<file path="src/rtl/ipv4_header_parse_check_core_assert.svh">
// ----------------------------------------------------------------------------
// IPv4 header parser assertion macros
// Shared concurrent assertion forms, clocked on clk and disabled in reset.
// ----------------------------------------------------------------------------
`ifndef IPV4_HEADER_PARSE_CHECK_CORE_ASSERT_SVH
`define IPV4_HEADER_PARSE_CHECK_CORE_ASSERT_SVH

// The consequent must hold in the same cycle as the antecedent.
`define IHPC_ASSERT_SAME(label, ante, cons) \
    label: assert property (@(posedge clk) disable iff (!rst_n) (ante) |-> (cons)) \
        else $error("ihpc assertion failed");

// The consequent must hold in the cycle after the antecedent.
`define IHPC_ASSERT_NEXT(label, ante, cons) \
    label: assert property (@(posedge clk) disable iff (!rst_n) (ante) |=> (cons)) \
        else $error("ihpc assertion failed");

`endif

</file>
<file path="src/rtl/ihpc_pkg.sv">
// ----------------------------------------------------------------------------
// IPv4 header parser package
// Result kinds, the result record and fixed header constants.
// ----------------------------------------------------------------------------
package ihpc_pkg;

    typedef enum logic [1:0] {
        KIND_PAYLOAD   = 2'd0,
        KIND_SUMMARY   = 2'd1,
        KIND_SHORT     = 2'd2,
        KIND_MALFORMED = 2'd3
    } kind_t;

    typedef struct packed {
        kind_t       kind;
        logic [7:0]  payload_byte;
        logic        payload_last;
        logic [7:0]  tos;
        logic [7:0]  ttl;
        logic [7:0]  protocol;
        logic [5:0]  header_bytes;
        logic [15:0] total_length;
        logic [15:0] payload_length;
        logic [15:0] checksum_result;
        logic [31:0] source_address;
        logic [31:0] dest_address;
    } result_t;

    localparam logic [3:0]  MIN_IHL        = 4'd5;
    localparam logic [5:0]  MIN_HDR_BYTES  = 6'd20;
    localparam logic [15:0] OFFSET_MAX     = 16'hFFFF;

endpackage

</file>
<file path="src/rtl/ihpc_front.sv">
// ----------------------------------------------------------------------------
// IPv4 header parser front end
// Tracks the byte offset, captures header fields, folds the header checksum
// and builds at most one result record per accepted item.
// ----------------------------------------------------------------------------
`include "ipv4_header_parse_check_core_assert.svh"

module ihpc_front
    import ihpc_pkg::*;
(
    input  logic        clk,
    input  logic        rst_n,
    input  logic        accept,
    input  logic [7:0]  frame_byte,
    input  logic        frame_end,
    output logic        push,
    output result_t     result
);

    logic [15:0] offset_reg, offset_next;
    logic [15:0] sum_reg, sum_next;
    logic [7:0]  hold_reg, hold_next;
    logic [3:0]  ihl_reg, ihl_next;
    logic [7:0]  tos_reg, tos_next;
    logic [7:0]  ttl_reg, ttl_next;
    logic [7:0]  proto_reg, proto_next;
    logic [15:0] tl_reg, tl_next;
    logic [31:0] src_reg, src_next;
    logic [31:0] dst_reg, dst_next;
    logic        malformed_reg, malformed_next;
    logic        done_reg, done_next;

    logic [16:0] word_sum;
    logic [15:0] sum_fold;
    logic [5:0]  hend;
    logic [16:0] offset_inc;

    assign word_sum   = {1'b0, sum_reg} + {1'b0, hold_reg, frame_byte};
    assign sum_fold   = word_sum[15:0] + {15'd0, word_sum[16]};
    assign offset_inc = {1'b0, offset_reg} + 17'd1;

    always_comb
    begin
        offset_next    = offset_reg;
        sum_next       = sum_reg;
        hold_next      = hold_reg;
        ihl_next       = ihl_reg;
        tos_next       = tos_reg;
        ttl_next       = ttl_reg;
        proto_next     = proto_reg;
        tl_next        = tl_reg;
        src_next       = src_reg;
        dst_next       = dst_reg;
        malformed_next = malformed_reg;
        done_next      = done_reg;
        push           = 1'b0;
        result         = '0;
        hend           = MIN_HDR_BYTES;

        if (accept)
        begin
            if (!done_reg)
            begin
                unique case (offset_reg)
                    16'd0:   ihl_next = frame_byte[3:0];
                    16'd1:   tos_next = frame_byte;
                    16'd2:   tl_next[15:8] = frame_byte;
                    16'd3:   tl_next[7:0] = frame_byte;
                    16'd8:   ttl_next = frame_byte;
                    16'd9:   proto_next = frame_byte;
                    16'd12:  src_next[31:24] = frame_byte;
                    16'd13:  src_next[23:16] = frame_byte;
                    16'd14:  src_next[15:8] = frame_byte;
                    16'd15:  src_next[7:0] = frame_byte;
                    16'd16:  dst_next[31:24] = frame_byte;
                    16'd17:  dst_next[23:16] = frame_byte;
                    16'd18:  dst_next[15:8] = frame_byte;
                    16'd19:  dst_next[7:0] = frame_byte;
                    default: ;
                endcase

                if (!offset_reg[0])
                begin
                    hold_next = frame_byte;
                end
                else
                begin
                    sum_next = sum_fold;
                end

                hend = (ihl_next >= MIN_IHL) ? {ihl_next, 2'b00} : MIN_HDR_BYTES;

                if (offset_inc == {11'd0, hend})
                begin
                    done_next = 1'b1;
                    push      = 1'b1;
                    if (ihl_next < MIN_IHL || tl_next < {10'd0, hend})
                    begin
                        malformed_next = 1'b1;
                        result.kind    = KIND_MALFORMED;
                    end
                    else
                    begin
                        result.kind            = KIND_SUMMARY;
                        result.tos             = tos_next;
                        result.ttl             = ttl_next;
                        result.protocol        = proto_next;
                        result.header_bytes    = hend;
                        result.total_length    = tl_next;
                        result.payload_length  = tl_next - {10'd0, hend};
                        result.checksum_result = ~sum_next;
                        result.source_address  = src_next;
                        result.dest_address    = dst_next;
                    end
                end
                else if (frame_end)
                begin
                    push        = 1'b1;
                    result.kind = KIND_SHORT;
                end
            end
            else if (!malformed_reg && offset_reg < tl_reg)
            begin
                push                = 1'b1;
                result.kind         = KIND_PAYLOAD;
                result.payload_byte = frame_byte;
                result.payload_last = (offset_inc == {1'b0, tl_reg}) || frame_end;
            end

            if (frame_end)
            begin
                offset_next    = '0;
                sum_next       = '0;
                hold_next      = '0;
                ihl_next       = '0;
                tos_next       = '0;
                ttl_next       = '0;
                proto_next     = '0;
                tl_next        = '0;
                src_next       = '0;
                dst_next       = '0;
                malformed_next = 1'b0;
                done_next      = 1'b0;
            end
            else if (offset_reg != OFFSET_MAX)
            begin
                offset_next = offset_inc[15:0];
            end
        end
    end

    always_ff @(posedge clk or negedge rst_n)
    begin
        if (!rst_n)
        begin
            offset_reg    <= '0;
            sum_reg       <= '0;
            hold_reg      <= '0;
            ihl_reg       <= '0;
            tos_reg       <= '0;
            ttl_reg       <= '0;
            proto_reg     <= '0;
            tl_reg        <= '0;
            src_reg       <= '0;
            dst_reg       <= '0;
            malformed_reg <= 1'b0;
            done_reg      <= 1'b0;
        end
        else
        begin
            offset_reg    <= offset_next;
            sum_reg       <= sum_next;
            hold_reg      <= hold_next;
            ihl_reg       <= ihl_next;
            tos_reg       <= tos_next;
            ttl_reg       <= ttl_next;
            proto_reg     <= proto_next;
            tl_reg        <= tl_next;
            src_reg       <= src_next;
            dst_reg       <= dst_next;
            malformed_reg <= malformed_next;
            done_reg      <= done_next;
        end
    end

    `IHPC_ASSERT_SAME(a_short_on_end, push && result.kind == KIND_SHORT, frame_end && !done_reg)
    `IHPC_ASSERT_NEXT(a_resolved_marks_done,
        push && !frame_end && (result.kind == KIND_SUMMARY || result.kind == KIND_MALFORMED),
        done_reg)
    `IHPC_ASSERT_SAME(a_payload_after_header, push && result.kind == KIND_PAYLOAD,
        done_reg && !malformed_reg)

endmodule

</file>
<file path="src/rtl/ihpc_queue.sv">
// ----------------------------------------------------------------------------
// IPv4 header parser result queue
// Small FIFO of result records between the parser and the output port.
// ----------------------------------------------------------------------------
`include "ipv4_header_parse_check_core_assert.svh"

module ihpc_queue
    import ihpc_pkg::*;
#(
    parameter int DEPTH = 2
)
(
    input  logic    clk,
    input  logic    rst_n,
    input  logic    push,
    input  result_t push_data,
    output logic    full,
    output logic    out_valid,
    input  logic    out_ready,
    output result_t head
);

    localparam int PTR_W = (DEPTH > 1) ? $clog2(DEPTH) : 1;
    localparam int CNT_W = $clog2(DEPTH + 1);
    localparam logic [PTR_W-1:0] LAST_PTR = PTR_W'(DEPTH - 1);
    localparam logic [CNT_W-1:0] FULL_CNT = CNT_W'(DEPTH);

    result_t          mem [DEPTH];
    logic [PTR_W-1:0] wr_ptr_reg, wr_ptr_next;
    logic [PTR_W-1:0] rd_ptr_reg, rd_ptr_next;
    logic [CNT_W-1:0] count_reg, count_next;
    logic             pop;

    assign full      = (count_reg == FULL_CNT);
    assign out_valid = (count_reg != '0);
    assign pop       = out_valid && out_ready;
    assign head      = mem[rd_ptr_reg];

    always_comb
    begin
        wr_ptr_next = wr_ptr_reg;
        rd_ptr_next = rd_ptr_reg;
        count_next  = count_reg;
        if (push)
        begin
            wr_ptr_next = (wr_ptr_reg == LAST_PTR) ? '0 : wr_ptr_reg + PTR_W'(1);
        end
        if (pop)
        begin
            rd_ptr_next = (rd_ptr_reg == LAST_PTR) ? '0 : rd_ptr_reg + PTR_W'(1);
        end
        if (push && !pop)
        begin
            count_next = count_reg + CNT_W'(1);
        end
        else if (pop && !push)
        begin
            count_next = count_reg - CNT_W'(1);
        end
    end

    always_ff @(posedge clk)
    begin
        if (push)
        begin
            mem[wr_ptr_reg] <= push_data;
        end
    end

    always_ff @(posedge clk or negedge rst_n)
    begin
        if (!rst_n)
        begin
            wr_ptr_reg <= '0;
            rd_ptr_reg <= '0;
            count_reg  <= '0;
        end
        else
        begin
            wr_ptr_reg <= wr_ptr_next;
            rd_ptr_reg <= rd_ptr_next;
            count_reg  <= count_next;
        end
    end

    `IHPC_ASSERT_SAME(a_count_bounded, 1'b1, count_reg <= FULL_CNT)
    `IHPC_ASSERT_SAME(a_no_push_when_full, full, !push)

endmodule

</file>
<file path="src/rtl/ipv4_header_parse_check_core.sv">
// ----------------------------------------------------------------------------
// IPv4 header parser with header checksum check
// Takes one packet byte per item and delivers payload bytes, a header summary
// or an error indication as result items.
// ----------------------------------------------------------------------------
// The input is held off only while the result queue is full. A byte's result,
// if it has one, is registered into that queue of QUEUE_DEPTH entries and
// offered on the output port from its head. With the output always ready and
// QUEUE_DEPTH above one, the block accepts one byte per clock cycle.
// The header checksum is folded one 16-bit word per odd byte.
module ipv4_header_parse_check_core
    import ihpc_pkg::*;
#(
    parameter int QUEUE_DEPTH = 2
)
(
    input  logic        clk,
    input  logic        rst_n,
    input  logic        in_valid,
    output logic        in_ready,
    input  logic [7:0]  frame_byte,
    input  logic        frame_end,
    output logic        out_valid,
    input  logic        out_ready,
    output logic [1:0]  kind,
    output logic [7:0]  payload_byte,
    output logic        payload_last,
    output logic [7:0]  tos,
    output logic [7:0]  ttl,
    output logic [7:0]  protocol,
    output logic [5:0]  header_bytes,
    output logic [15:0] total_length,
    output logic [15:0] payload_length,
    output logic [15:0] checksum_result,
    output logic [31:0] source_address,
    output logic [31:0] dest_address
);

    logic    accept;
    logic    push;
    logic    full;
    result_t front_result;
    result_t head;

    assign in_ready = !full;
    assign accept   = in_valid && in_ready;

    ihpc_front u_front
    (
        .clk        (clk),
        .rst_n      (rst_n),
        .accept     (accept),
        .frame_byte (frame_byte),
        .frame_end  (frame_end),
        .push       (push),
        .result     (front_result)
    );

    ihpc_queue #(
        .DEPTH (QUEUE_DEPTH)
    ) u_queue
    (
        .clk       (clk),
        .rst_n     (rst_n),
        .push      (push),
        .push_data (front_result),
        .full      (full),
        .out_valid (out_valid),
        .out_ready (out_ready),
        .head      (head)
    );

    assign kind            = head.kind;
    assign payload_byte    = head.payload_byte;
    assign payload_last    = head.payload_last;
    assign tos             = head.tos;
    assign ttl             = head.ttl;
    assign protocol        = head.protocol;
    assign header_bytes    = head.header_bytes;
    assign total_length    = head.total_length;
    assign payload_length  = head.payload_length;
    assign checksum_result = head.checksum_result;
    assign source_address  = head.source_address;
    assign dest_address    = head.dest_address;

endmodule
</file>
<file path="config.mk">
export PLATFORM = sky130hd
export DESIGN_NAME = ipv4_header_parse_check_core
export DESIGN_NICKNAME = d
export VERILOG_FILES = /design/src/rtl/ihpc_pkg.sv /design/src/rtl/ihpc_front.sv /design/src/rtl/ihpc_queue.sv /design/src/rtl/ipv4_header_parse_check_core.sv
export VERILOG_INCLUDE_DIRS = /design/src /design/src/rtl
export SDC_FILE = /design/constraint.sdc
export NUM_CORES = 1
export LEC_CHECK = 0
export BUFFER_PORTS_ARGS = -buffer_cell sky130_fd_sc_hd__buf_2
export CORE_MARGIN = 2
export CORE_UTILIZATION = 57
export CTS_BUF_LIST = sky130_fd_sc_hd__clkbuf_8
export CTS_CLUSTER_SIZE = 14
export DETAILED_ROUTE_END_ITERATION = 12
export GPL_TIMING_DRIVEN = 0
export PLACE_DENSITY = 0.79
export SYNTH_ARGS = -nofsm -noshare
export SYNTH_HDL_FRONTEND = slang
export SYNTH_HIERARCHICAL = 1
export SYNTH_SLANG_ARGS = --single-unit
</file>
<file path="constraint.sdc">
create_clock -name clk -period 9.95 [get_ports clk]
set_clock_uncertainty 0.2 [all_clocks]
set_input_delay 1.4925 -clock clk [delete_from_list [all_inputs] [get_ports clk]]
set_output_delay 1.4925 -clock clk [all_outputs]
set_load 0.05 [all_outputs]
</file>
Word level (Yosys, flattened, before mapping) --
Memories as Yosys holds them, arrays and structs flattened. Index checks and enable logic that the tools add are counted.
Word-level totals: ROM bits 0, logic and storage cells 142, memories kept 1, latch bits 0, output and inout port bits 155, flip-flop bits (word level) 154, input bits 13, memory bits (writable) 306
Cells by class: div/mod/pow operators 0, bitwise gates (word level) 1, $lt $le $gt $ge 4, eq/ne operators 19, shift-type cells 0, multipliers 0, $add $sub $neg 8, reduce and logical (&&, ||, !) cells 21, mux-type cells 73
Memory list:
- u_queue.mem | words 2, width 153, read ports 1, clocked after memory_dff 0, wr ports 1, line ihpc_queue.sv:28 | result_t mem [DEPTH];
Operator list (count):
- 2-to-1 mux 142 bit | 3
- 2-to-1 mux 8 bit | 26
- 2-to-1 mux 153 bit | 1
- 2-to-1 mux 16 bit | 9
- 2-to-1 mux 32 bit | 4
- == test 16 x 4 -> 1 bit, second input constant | 6
- == test 16 x 5 -> 1 bit, second input constant | 4
- == test 16 x 2 -> 1 bit, second input constant | 2
- 2-to-1 mux 4 bit | 5
- 2-to-1 mux 9 bit | 2
- adder 16 x 1 -> 17 bit, second input constant | 1
- adder 16 x 16 -> 17 bit | 1
- == test 17 x 16 -> 1 bit | 1
- == test 17 x 6 -> 1 bit | 1
- adder 16 x 1 -> 16 bit | 1
- == test 16 x 1 -> 1 bit, second input constant | 1
- zero test 16 bit | 1
- < comparator 16 bit | 1
- < comparator 16 x 6 -> 1 bit | 1
- 2-to-1 mux 1 bit | 16
- inequality test 16 bit, second input constant | 1
- NOT 16 bit | 1
- subtractor 16 x 6 -> 16 bit | 1
- 2-to-1 mux 2 bit | 6
- other kinds (15) | 30

Depth between registers and ports, before layout --
word-level depth 14, gate-level depth with buffers 23, depth with buffers taken out 17

Hierarchy --
The synthesis kept the hierarchy.
By module, submodules not included:
- ihpc_queue | area each 11461.0 sq um, cells an instance 492, instances 1
- ihpc_front | area each 10525.1 sq um, cells an instance 1287, instances 1
- ipv4_header_parse_check_core | area each 10.0 sq um, cells an instance 2, instances 1

Least setup slack after synthesis --
No wires, ideal clock.
path kind in2reg, start point in in_valid, end point mem u_queue/mem[0][0] in the netlist's numbering (enable), cell stages on the path 9, slack -0.959 ns, library setup time 0.686 ns, data required time 9.064 ns, data arrival time 10.023 ns, path through nor2b_1 clkbuf_1 inv_1 or4_1 nor4_1 nand3_1 o22ai_1 or2_2 nor2b_1
Between the ends: cells in the longest elaborated chain, start to end 4
Ends and longest elaborated chain:
- start: declaration | line ipv4_header_parse_check_core.sv:19 | input logic in_valid,
- logical AND 1 bit | line ipv4_header_parse_check_core.sv:46 | assign accept = in_valid && in_ready;
- 2-to-1 mux 1 bit | line ihpc_front.sv:60 | if (accept)
- named net push | line ipv4_header_parse_check_core.sv:40 | logic push;
- 2-to-1 mux 1 bit | line ihpc_queue.sv:64 | if (push)
- 2-to-1 mux 1 bit (not written as such) | line ihpc_queue.sv:66 | mem[wr_ptr_reg] <= push_data;
- end: declaration | line ihpc_queue.sv:28
The timed path passes the listed nets, and every way through them passes these cells.

==> results.toml <==
[pwr]
p_sw_w = 0.002895
combPwrFrac = 0.426
p_total_w = 0.007054
swShare = 0.4104
leakage_nw = 10.03
p_int_w = 0.004159
clkPwrFrac = 0.235
irDropWorstVdd_v = 0.0001436
seqPwrFrac = 0.339
powerDensity_nw_per_um2 = 279.7

[cells_and_area]
drive_gt1_frac = 0.2343
final_cell_mix = "edfxtp_1, nand2_1, buf_2, dfrtp_1, a21oi_1"
fillers = 2800
n_antenna_cell = 0
finalNonFillerCells = 2607
layout_commonest_cell = "edfxtp_1"
largest_reg_flops = 306
area_delta_synth_final_pct = 14.65
nets = 2094

[clocking]
clk_transition_reported_paths_ns = 0.06
cts_hold_buf = 0
insertion_delay_ns = 0.63
cts_num_sinks = 460
cts_setup_buffers = 0
cts_resized = 0
cts_root_buffer = "clkbuf_8"
cts_tree = "yes"
cts.path.max_buffers = 3
cts_made_buffers = 75
h-tree-depth = 3

[drt]
drc = 0
vias_per_cell = 6.071
drtIter0Drc = 1894
postRouteAntennaNets = 0
wl_per_cell_um = 22.10
vias = 15827
totalWireLength_um = 57630
drtPass1Iterations = 6

[critical_path]
r2r_end = "u_queue/mem[1][96]$_DFFE_PP_"
cp-startpoint = "u_front/offset_reg[0]$_DFFE_PN0P_"
r2r_start = "u_front/offset_reg[0]$_DFFE_PN0P_"
path_buf_inv = 5
cp_slowest_cell = "nand4_1"
cpLargestDelayFamily = "simple AND/OR/NAND/NOR gates"
critPathArrivalTime_ns = 6.92
cpPeakStageDelay_ns = 0.64
rr_worst_depth = 20
endpoint = "u_queue/mem[1][96]$_DFFE_PP_"
critical_path_class = "flip-flop to flip-flop"
cp.required_ns = 10.12
r2r_slack_ns = 3.20
path_cells = "ha_1 > clkbuf_1 > nor4b_1 > nand4_1 > mux2i_1 > ha_1 > inv_1 > fa_1 > a21o_1 > a21oi_1 > nand2_1 > o21a_1 > or2_1 > nor2b_1 > a32o_1 > or3_1 > buf_2 > buf_2 > a21oi_1 > buf_4"
end_kind = "flip-flop"
worst-path-stages = 20
cp_max_fo = 10
cp-start-kind = "flip-flop"

[hold_path]
hp-class = "flip-flop to flip-flop"

[yosys]
synth_edf_count = 306
syn_inst = 1781
ys_async_sr_fraction = 0.3348
syn_area_per_cell_um2 = 12.35
yosysUniqueCellTypes = 77
synth_warnings = 6
yosysSeqAreaShare = 0.5929
ys.flop_type = "edfxtp_1"
ys_ff_latch = 460
netlist_area_um2 = 22000

[floorplanning]
placementRows = 71
die-height_um = 200.4
dieArea_um2 = 40180
die_w_um = 200.4
io_pins = 168
start_util = 0.5812
core-area_um2 = 37840

[global_route]
grt_overflow_total = 0
grt_pass1_wl_um = 89580
grt_max_degree = 89
grt_pass1_vias = 15812
grt_usage = 0.2863
antenna_found_initial = 1

[place]
place_inst = 2468
routabilityCongestion = 0.9636
detailed_place_hpwl_um = 39520
port_buffers = 166

[sta]
worst_pin_slew_ns = 1.065
fin_crit_sh = 0.6784
final-setup-viol-count = 0
slew_headroom = 0.2898
rsz0062_at_grt = "false"
drv_slew = 0
hold_slack_ns = 0.2799
hold_viol = 0
period_minus_slack_ns = 6.750
fmax_ghz = 0.1481

[status]
status = "completed"

[run]
maxCapViolations = 0
stage by stage:
stage / util / TNS, ns / area [um^2] / setup WS [ns]
2_1_floorplan: - / 0 / 22000 / 2.017
3_3_place_gp: 0.6202 / -155.57 / 23470 / -0.8307
3_5_place_dp: 0.6257 / 0 / 23680 / 3.308
4_1_cts: 0.6662 / 0 / 25210 / 3.432
5_1_grt: 0.6664 / 0 / 25220 / 2.882
6_report: 0.6664 / 0 / 25220 / 3.200
worst min path at each step:
stage,slack [ns],to,cells past startpoint,startpoint
6_report,0.28,u_queue/count_reg[1]$_DFFE_PN0P_,1,u_queue/count_reg[1]$_DFFE_PN0P_
5_1_grt,0.29,u_queue/count_reg[1]$_DFFE_PN0P_,1,u_queue/count_reg[1]$_DFFE_PN0P_
4_1_cts,0.28,u_queue/count_reg[1]$_DFFE_PN0P_,1,u_queue/count_reg[1]$_DFFE_PN0P_
3_5_place_dp,0.27,u_queue/count_reg[1]$_DFFE_PN0P_,1,u_queue/count_reg[1]$_DFFE_PN0P_
3_3_place_gp,0.27,u_queue/count_reg[1]$_DFFE_PN0P_,1,u_queue/count_reg[1]$_DFFE_PN0P_
2_1_floorplan,0.25,u_queue/count_reg[1]$_DFFE_PN0P_,1,u_queue/count_reg[1]$_DFFE_PN0P_
cell usage after synthesis, types with 27 or more instances:
library cell	count	share of area
edfxtp_1	306	0.42
nand2_1	221	0.038
dfrtp_1	154	0.18
a21oi_1	117	0.027
a22o_1	109	0.043
nor2_1	97	0.017
mux2_2	94	0.048
clkbuf_1	76	0.013
mux2_4	60	0.041
nand3_1	53	0.012
xnor2_1	45	0.018
ha_1	44	0.025
o21ai_0	40	0.0091
inv_1	37	0.0063
buf_2	27	0.0061
xor2_1	27	0.011
final cells by class:
cell class	instances	area [um^2]	area share
flip-flops and latches	460	13040	0.5172
clock inverters	50	321.6	0.01275
plain buffers	115	540.5	0.02143
repair buffers	176	1036	0.04108
inverters	38	142.6	0.005656
clock buffers	88	1211	0.04803
well taps	511	639.4	0.02535
multi-input cells	1169	8284	0.3285
worst register-to-register path, delay by kind of cell (launching register included):
kind	cells	cell delay [ns]
AOI/OAI and AO/OA	5	1.16
adders and majority gates	3	0.86
buffers and inverters	5	1.38
DFF	1	0.50
muxes	1	0.58
and+or+nand+nor	6	1.82
kinds of logic (layout without fill, tap and decap cells):
group | Yosys count | in the layout | share of synthesized area
compound gates | 377 | 377 | 0.1184
xor+xnor | 72 | 72 | 0.02867
fa+ha+maj | 46 | 46 | 0.02685
buf+inv | 153 | 467 | 0.03106
flops | 460 | 460 | 0.5929
mux | 170 | 170 | 0.09636
other cells | 1 | 2 | 0.0001705
simple gates | 502 | 502 | 0.1056
power by group through the flow:
stage	Combinational (W)	Clock (W)	Sequential [W]
3_5_place_dp	0.00298	0	0.00243
6_report	0.00300	0.00166	0.00239
5_1_grt	0.00318	0.00177	0.00241
4_1_cts	0.00299	0.00169	0.00239
3_3_place_gp	0.00291	0	0.00246
2_1_floorplan	0.00231	0	0.00242
routing by layer:
layer  part of all wire  vias up  global-route usage
li1                   -     7091                   -
met1               0.41     7820              0.3889
met2               0.47      791              0.4598
met3              0.081      125             0.05276
met4              0.033        0              0.1151
met5                  0        -                   0
Note: power is estimated with default switching activity, not from simulation.
